--- config.mk ---
export PLATFORM = sky130hd
export DESIGN_NAME = brace_balance_scanner
export DESIGN_NICKNAME = d
export VERILOG_FILES = /design/src/hdl/bbs_pkg.sv /design/src/hdl/brace_balance_scanner.sv /design/src/hdl/bbs_lexer.sv
export SDC_FILE = /design/constraint.sdc
export NUM_CORES = 1
export LEC_CHECK = 0
export BUFFER_PORTS_ARGS = -buffer_cell sky130_fd_sc_hd__buf_2
export CAP_MARGIN = 20
export CORE_MARGIN = 8
export CORE_UTILIZATION = 55
export DETAILED_ROUTE_END_ITERATION = 8
export GPL_TIMING_DRIVEN = 0
export PLACE_DENSITY = 0.78
export SYNTH_ARGS = -nofsm -noshare
export SYNTH_HDL_FRONTEND = slang
export SYNTH_SLANG_ARGS = --single-unit
--- constraint.sdc ---
create_clock -name clock -period 3.8 [get_ports clock]
set_input_delay 0.38 -clock clock [delete_from_list [all_inputs] [get_ports clock]]
set_output_delay 0.38 -clock clock [all_outputs]
set_load 0.02 [all_outputs]
--- src/hdl/bbs_pkg.sv ---
// ----------------------------------------------------------------------------
// bbs_pkg
// Types and character codes shared by the brace balance scanner modules.
// ----------------------------------------------------------------------------
package bbs_pkg;

   localparam logic [7:0] CHAR_LBRACE    = 8'h7B;
   localparam logic [7:0] CHAR_RBRACE    = 8'h7D;
   localparam logic [7:0] CHAR_STAR      = 8'h2A;
   localparam logic [7:0] CHAR_SLASH     = 8'h2F;
   localparam logic [7:0] CHAR_BACKSLASH = 8'h5C;
   localparam logic [7:0] CHAR_DQUOTE    = 8'h22;
   localparam logic [7:0] CHAR_SQUOTE    = 8'h27;

   localparam int unsigned BALANCE_WIDTH = 16;

   typedef enum logic [1:0] {
      MODE_CODE    = 2'd0,
      MODE_BLOCK   = 2'd1,
      MODE_LITERAL = 2'd2,
      MODE_LINE    = 2'd3
   } mode_type;

   typedef struct packed {
      mode_type mode;
      logic     pending;
      logic     quote_single;
   } lex_state_type;

   typedef struct packed {
      logic up;
      logic down;
   } brace_evt_type;

   typedef struct packed {
      logic [7:0] character;
      logic       line_end;
      logic       range_start;
   } req_type;

   typedef struct packed {
      logic signed [BALANCE_WIDTH-1:0] balance;
      logic                            saturated;
   } rsp_type;

endpackage

--- src/hdl/brace_balance_scanner.sv ---
// ----------------------------------------------------------------------------
// brace_balance_scanner
// Net curly-brace count over a character stream, skipping comments and
// quoted literals, with a saturating counter and a sticky limit flag.
// ----------------------------------------------------------------------------
//
//   Channel  Direction  Handshake              Beat contents
//   req_     in         req_valid/req_ready    character, line_end, range_start
//   rsp_     out        rsp_valid/rsp_ready    balance, saturated
//
// One beat in gives one beat out. A character is captured in an input
// register, then lexed and counted into the result register when that
// register is free or draining; the path from input register to result
// register is one lexer step plus one COUNT_WIDTH-bit increment and limit
// compare. Sustained rate is one character per cycle with rsp_ready high.
// Synchronous reset clears the valid flags, lexer state, count and flag.
// A stalled result holds the result register and the input register
// keeps one more character before req_ready drops.
// ----------------------------------------------------------------------------
module brace_balance_scanner #(
   parameter int unsigned COUNT_WIDTH = 16
) (
   input  logic             clock,
   input  logic             reset,
   input  logic             req_valid,
   output logic             req_ready,
   input  bbs_pkg::req_type req_data,
   output logic             rsp_valid,
   input  logic             rsp_ready,
   output bbs_pkg::rsp_type rsp_data
);
   import bbs_pkg::*;

   localparam logic signed [COUNT_WIDTH-1:0] COUNT_MAX = {1'b0, {(COUNT_WIDTH-1){1'b1}}};
   localparam logic signed [COUNT_WIDTH-1:0] COUNT_MIN = {1'b1, {(COUNT_WIDTH-1){1'b0}}};

   // Input stage.
   logic    in_valid_ff, in_valid_in;
   req_type in_data_ff;

   // Scanner state.
   lex_state_type                 lex_ff, lex_in;
   logic signed [COUNT_WIDTH-1:0] count_ff, count_in;
   logic                          sat_ff, sat_in;

   // Result stage.
   logic    out_valid_ff, out_valid_in;
   rsp_type out_data_ff, out_data_in;

   logic                          advance;
   logic                          req_take;
   brace_evt_type                 brace;
   logic signed [COUNT_WIDTH-1:0] count_base;
   logic                          sat_base;
   logic signed [31:0]            count_wide;

   // Move the input stage forward when the result slot is free or draining.
   assign advance   = in_valid_ff && (!out_valid_ff || rsp_ready);
   assign req_ready = !in_valid_ff || advance;
   assign req_take  = req_valid && req_ready;

   bbs_lexer u_lexer (
      .state      (lex_ff),
      .item       (in_data_ff),
      .state_next (lex_in),
      .brace      (brace)
   );

   // Count update: range start zeroes the count and the flag first, then a
   // brace at a limit is dropped and marks the flag.
   always_comb begin
      count_base = in_data_ff.range_start ? '0 : count_ff;
      sat_base   = in_data_ff.range_start ? 1'b0 : sat_ff;
      count_in   = count_base;
      sat_in     = sat_base;
      if (brace.up) begin
         if (count_base == COUNT_MAX) begin
            sat_in = 1'b1;
         end else begin
            count_in = count_base + COUNT_WIDTH'(1);
         end
      end else if (brace.down) begin
         if (count_base == COUNT_MIN) begin
            sat_in = 1'b1;
         end else begin
            count_in = count_base - COUNT_WIDTH'(1);
         end
      end
   end

   // Sign-extend to 32 bits, then keep the low balance bits.
   assign count_wide = 32'(count_in);

   always_comb begin
      out_data_in.balance   = count_wide[BALANCE_WIDTH-1:0];
      out_data_in.saturated = sat_in;
   end

   assign in_valid_in  = req_take || (in_valid_ff && !advance);
   assign out_valid_in = advance || (out_valid_ff && !rsp_ready);

   always_ff @(posedge clock) begin
      if (reset) begin
         in_valid_ff  <= 1'b0;
         out_valid_ff <= 1'b0;
         lex_ff       <= '{mode: MODE_CODE, pending: 1'b0, quote_single: 1'b0};
         count_ff     <= '0;
         sat_ff       <= 1'b0;
      end else begin
         in_valid_ff  <= in_valid_in;
         out_valid_ff <= out_valid_in;
         if (advance) begin
            lex_ff   <= lex_in;
            count_ff <= count_in;
            sat_ff   <= sat_in;
         end
      end
   end

   // Payload registers: load on capture, hold otherwise.
   always_ff @(posedge clock) begin
      if (req_take) begin
         in_data_ff <= req_data;
      end
      if (advance) begin
         out_data_ff <= out_data_in;
      end
   end

   assign rsp_valid = out_valid_ff;
   assign rsp_data  = out_data_ff;

endmodule

--- src/hdl/bbs_lexer.sv ---
// ----------------------------------------------------------------------------
// bbs_lexer
// Lexer state transition for one character: comments, literals, escapes,
// and detection of braces that count.
// ----------------------------------------------------------------------------
module bbs_lexer (
   input  bbs_pkg::lex_state_type state,
   input  bbs_pkg::req_type       item,
   output bbs_pkg::lex_state_type state_next,
   output bbs_pkg::brace_evt_type brace
);
   import bbs_pkg::*;

   lex_state_type cur;
   logic [7:0]    c;
   logic          last;
   logic          scan_plain;
   logic [7:0]    quote_char;

   // Range start drops all lexer state before this character.
   always_comb begin
      cur = item.range_start ? '{mode: MODE_CODE, pending: 1'b0, quote_single: 1'b0}
                             : state;
   end

   assign c          = item.character;
   assign last       = item.line_end;
   assign quote_char = cur.quote_single ? CHAR_SQUOTE : CHAR_DQUOTE;
   // In code, the character is scanned plainly unless it completes a comment opener.
   assign scan_plain = (cur.mode == MODE_CODE) &&
                       !(cur.pending && (c == CHAR_SLASH || c == CHAR_STAR));

   // Next state.
   always_comb begin
      state_next = cur;
      case (cur.mode)
         MODE_CODE: begin
            state_next.pending = 1'b0;
            if (cur.pending && c == CHAR_SLASH) begin
               state_next.mode = MODE_LINE;
            end else if (cur.pending && c == CHAR_STAR) begin
               state_next.mode = MODE_BLOCK;
            end else if (c == CHAR_SLASH) begin
               state_next.pending = !last;
            end else if (c == CHAR_DQUOTE || c == CHAR_SQUOTE) begin
               state_next.mode         = MODE_LITERAL;
               state_next.quote_single = (c == CHAR_SQUOTE);
            end
         end
         MODE_BLOCK: begin
            if (cur.pending && c == CHAR_SLASH) begin
               state_next.mode    = MODE_CODE;
               state_next.pending = 1'b0;
            end else begin
               state_next.pending = (c == CHAR_STAR) && !last;
            end
         end
         MODE_LITERAL: begin
            if (cur.pending) begin
               state_next.pending = 1'b0;
            end else if (c == CHAR_BACKSLASH && !last) begin
               state_next.pending = 1'b1;
            end else if (c == quote_char) begin
               state_next.mode = MODE_CODE;
            end
         end
         default: begin
            state_next = cur;
         end
      endcase
      // Line end closes a line comment and drops any pending mark.
      if (last) begin
         state_next.pending = 1'b0;
         if (state_next.mode == MODE_LINE) begin
            state_next.mode = MODE_CODE;
         end
      end
   end

   // Brace events.
   always_comb begin
      brace.up   = scan_plain && (c == CHAR_LBRACE);
      brace.down = scan_plain && (c == CHAR_RBRACE);
   end

endmodule

==> run_results.csv <==
group,metric,value,unit
worst_setup_path,crit_path_end_kind,"register",
logic_synthesis,synth_top_family_by_area,"simple AND/OR/NAND/NOR gates",
timing,finalHoldViolCount,0,
timing,min_period,3530,ps
flow_run,max_cap_violations,0,
floorplanning,die-area,8520,µm²
timing,tightest_slew,959,ps
route,dr.first_iter.drc_count,278,
power,clock_power_share,0.316,
power,power_switching_share,0.269,
worst_setup_path,ff2ff_setup_slack,270,ps
timing,slew_headroom,0.357,
floorplanning,initial_core_util,0.574,
run_status,status,"completed",
timing,totalNegativeSetupSlack,0,ps
logic_synthesis,yosysWarnings,0,
power,intPower,0.746,mW
worst_hold_path,min_from,"req_data[4]",
route,drt-total-wl,9300,µm
route,drc,0,
power,p_leak,1.28,nW
global_routing,grt-ovfl-total,0,
clocking,cts.reportedPaths.clkPinSlew,100,ps
worst_setup_path,worst_path_max_delay_cell,"a2111oi_0",
placement,dp_hpwl,6920,µm
clocking,max-clock-path-buffers,2,
logic_synthesis,ys_types,65,
placement,io_buffers,32,
logic_synthesis,synth.avg_cell_area,8.92,µm²
logic_synthesis,syn_inst,359,
logic_synthesis,ys_seq_area_frac,0.397,
timing,rsz0062_at_grt,"no",
route,viasPerCell,6.52,
final_layout,fin_nets,415,
floorplanning,die_y,92.3,µm
global_routing,grt_pass1_wl,14800,µm
timing,fin_crit_sh,0.928,
clocking,post-cts-setup-buffers,0,
power,p_sw,0.275,mW
clocking,cts_tree,"done",
worst_setup_path,crit_type,"reg2reg",
final_layout,syn2layout_area_growth,10.8,%
global_routing,antenna_found_initial,0,
logic_synthesis,ys_dominant_reg_cell,"edfxtp_1",
final_layout,final_cell_mix,"37 x buf_2, 37 x nor2_1, 27 x nand2_1, 27 x edfxtp_1, 23 x dfxtp_1",
clocking,clock-sinks,50,
logic_synthesis,synth_largest_area_cell,"edfxtp_1",
worst_hold_path,worst_hold_path.endpoint,"in_data_ff[4]",
worst_setup_path,cp_top_family,"compound AO/OA/AOI/OAI gates",
worst_setup_path,critPathMaxFanout,10,
power,p_comb_frac,0.102,
clocking,cts_made_buffers,5,
power,seq_power_share,0.582,
worst_setup_path,required,3870,ps
route,first_pass_iters,6,
worst_setup_path,crit_path_max_incr_delay,810,ps
route,wl_per_cell,19.7,µm
logic_synthesis,synth_edf_count,27,
logic_synthesis,yosys.area_share.simple,0.256,
final_layout,fin_util,0.637,
worst_setup_path,crit_start,"in_data_ff[0]",
worst_setup_path,r2r_end,"rsp_data[13]",
global_routing,grt_pass1_vias,2841,
logic_synthesis,synthTopCellsByArea,"edfxtp_1 25%, dfxtp_1 14%, nor2_1 4.3%",
timing,setup_violations,0,
logic_synthesis,synthXorXnorAreaFrac,0.0383,
logic_synthesis,synthArstFlopShare,0,
route,vias,3069,
worst_setup_path,timing.rr.start,"in_data_ff[0]",
final_layout,diodes,0,
timing,finClkSkew,20.4,ps
worst_setup_path,cp.arrival,3590,ps
global_routing,grt_usage,0.218,
worst_hold_path,hold_path_depth,1,
final_layout,drive_gt1_frac,0.150,
clocking,ctsResizeCount,0,
timing,clock.fmax,0.284,GHz
logic_synthesis,synthAdderAreaFrac,0.0117,
route,final_antenna_net_count,0,
logic_synthesis,synth_top_area_frac,0.253,
timing,setup_slack,273,ps
placement,dp.cells,463,
floorplanning,num_rows,27,
placement,gp_congestion,0.948,
power,powerDensity,288,nW/µm²
logic_synthesis,synthMuxAreaShare,0.0379,
logic_synthesis,ys_ff_latch,50,
clocking,clkLatencyLatePin,320,ps
timing,drv_slew,0,
logic_synthesis,syn_nets,376,
logic_synthesis,synth-compound-area-share,0.216,
floorplanning,coreArea,5570,µm²
worst_setup_path,critPathLaunchType,"register",
power,max-vdd-ir-drop,200,µV
placement,pre_cts_slack,96.6,ps
worst_setup_path,worst_r2r_path_depth,9,
clocking,cts_hold_buf,0,
clocking,htree_levels,2,
logic_synthesis,synth.cell_area,3200,µm²
floorplanning,io_pins,33,
worst_setup_path,crit_buf_inv,3,
clocking,root_buffer,"clkbuf_8",
worst_setup_path,path_cells,"clkbuf_2, clkbuf_1, nor2b_1, inv_1, ha_1, o211ai_1, a2111oi_0, a31oi_1, xnor2_1",
worst_setup_path,worst-path-stages,9,
final_layout,fin_cells,471,
floorplanning,fp.dieW,92.3,µm
global_routing,grt_max_degree,27,
worst_hold_path,hp-class,"in2reg",
[layer usage]
layer,wire [µm],vias up,global-route usage,part of all wire
li1,-,1439,-,-
met1,3900,1463,0.272,0.42
met2,4520,152,0.364,0.49
met3,680,15,0.0452,0.073
met4,191,0,0.0752,0.021
met5,0,-,0,0
[synthesized netlist by cell type (all sizes together) (8+ instances only)]
| library cell | number |
|---|---|
| inv | 8 |
| nand2 | 27 |
| mux2i | 11 |
| xnor2 | 8 |
| clkbuf | 17 |
| dfxtp | 23 |
| nor2b | 13 |
| a21oi | 22 |
| nor2 | 37 |
| a31oi | 13 |
| nor3 | 10 |
| edfxtp | 27 |
| o21ai | 15 |
[sequential cells by signal, summed over array words and instances (netlist names)]
signal / count
rsp_data: 17
count_ff: 16
in_data_ff: 10
lex_ff: 4
in_valid_ff: 1
rsp_valid: 1
sat_ff: 1
[power by group through the flow]
| stage | Clock, mW | Combinational, mW | Sequential (mW) |
|---|---|---|---|
| global route | 0.338 | 0.112 | 0.596 |
| detailed placement | 0 | 0.103 | 0.606 |
| CTS | 0.322 | 0.103 | 0.594 |
| global placement | 0 | 0.101 | 0.605 |
| finish | 0.322 | 0.104 | 0.594 |
| floorplan | 0 | 0.0566 | 0.612 |
[through the flow]
stage               power [mW]  hold slack (ps)  instance area, µm²
floorplan                0.669              432                3200
global placement         0.706              443                3450
detailed placement       0.709              456                3450
CTS                       1.02              248                3540
global route              1.05              235                3550
finish                    1.02              246                3550
[cell families (layout without fill, tap and decap cells)]
logic type | Yosys count | after routing
AND/OR/NAND/NOR | 148 | 148
flip-flops | 50 | 50
AO/OA/AOI/OAI | 99 | 99
XOR/XNOR | 14 | 14
adder cells (fa/ha/maj) | 3 | 3
multiplexers | 12 | 12
buffers and inverters | 33 | 73
[area by class of cell]
| class | instances | area [µm²] |
|---|---|---|
| fillers | 488 | 2030 |
| clock inverters | 3 | 21.3 |
| well taps | 72 | 90.1 |
| inverters | 9 | 33.8 |
| flip-flops and latches | 50 | 1270 |
| clock buffers | 5 | 68.8 |
| plain buffers | 24 | 105 |
| multi-input cells | 276 | 1800 |
| repair buffers | 32 | 160 |
[worst max path at each step]
stage | slack (ps) | to
final | 270 | rsp_data[13]
after global routing | 150 | rsp_data[13]
after CTS | 80 | count_ff[10]
after detailed placement | 100 | count_ff[10]
after global placement | 140 | count_ff[10]
after floorplan | 1030 | count_ff[10]
No activity file was read; power rests on OpenSTA's default activity.
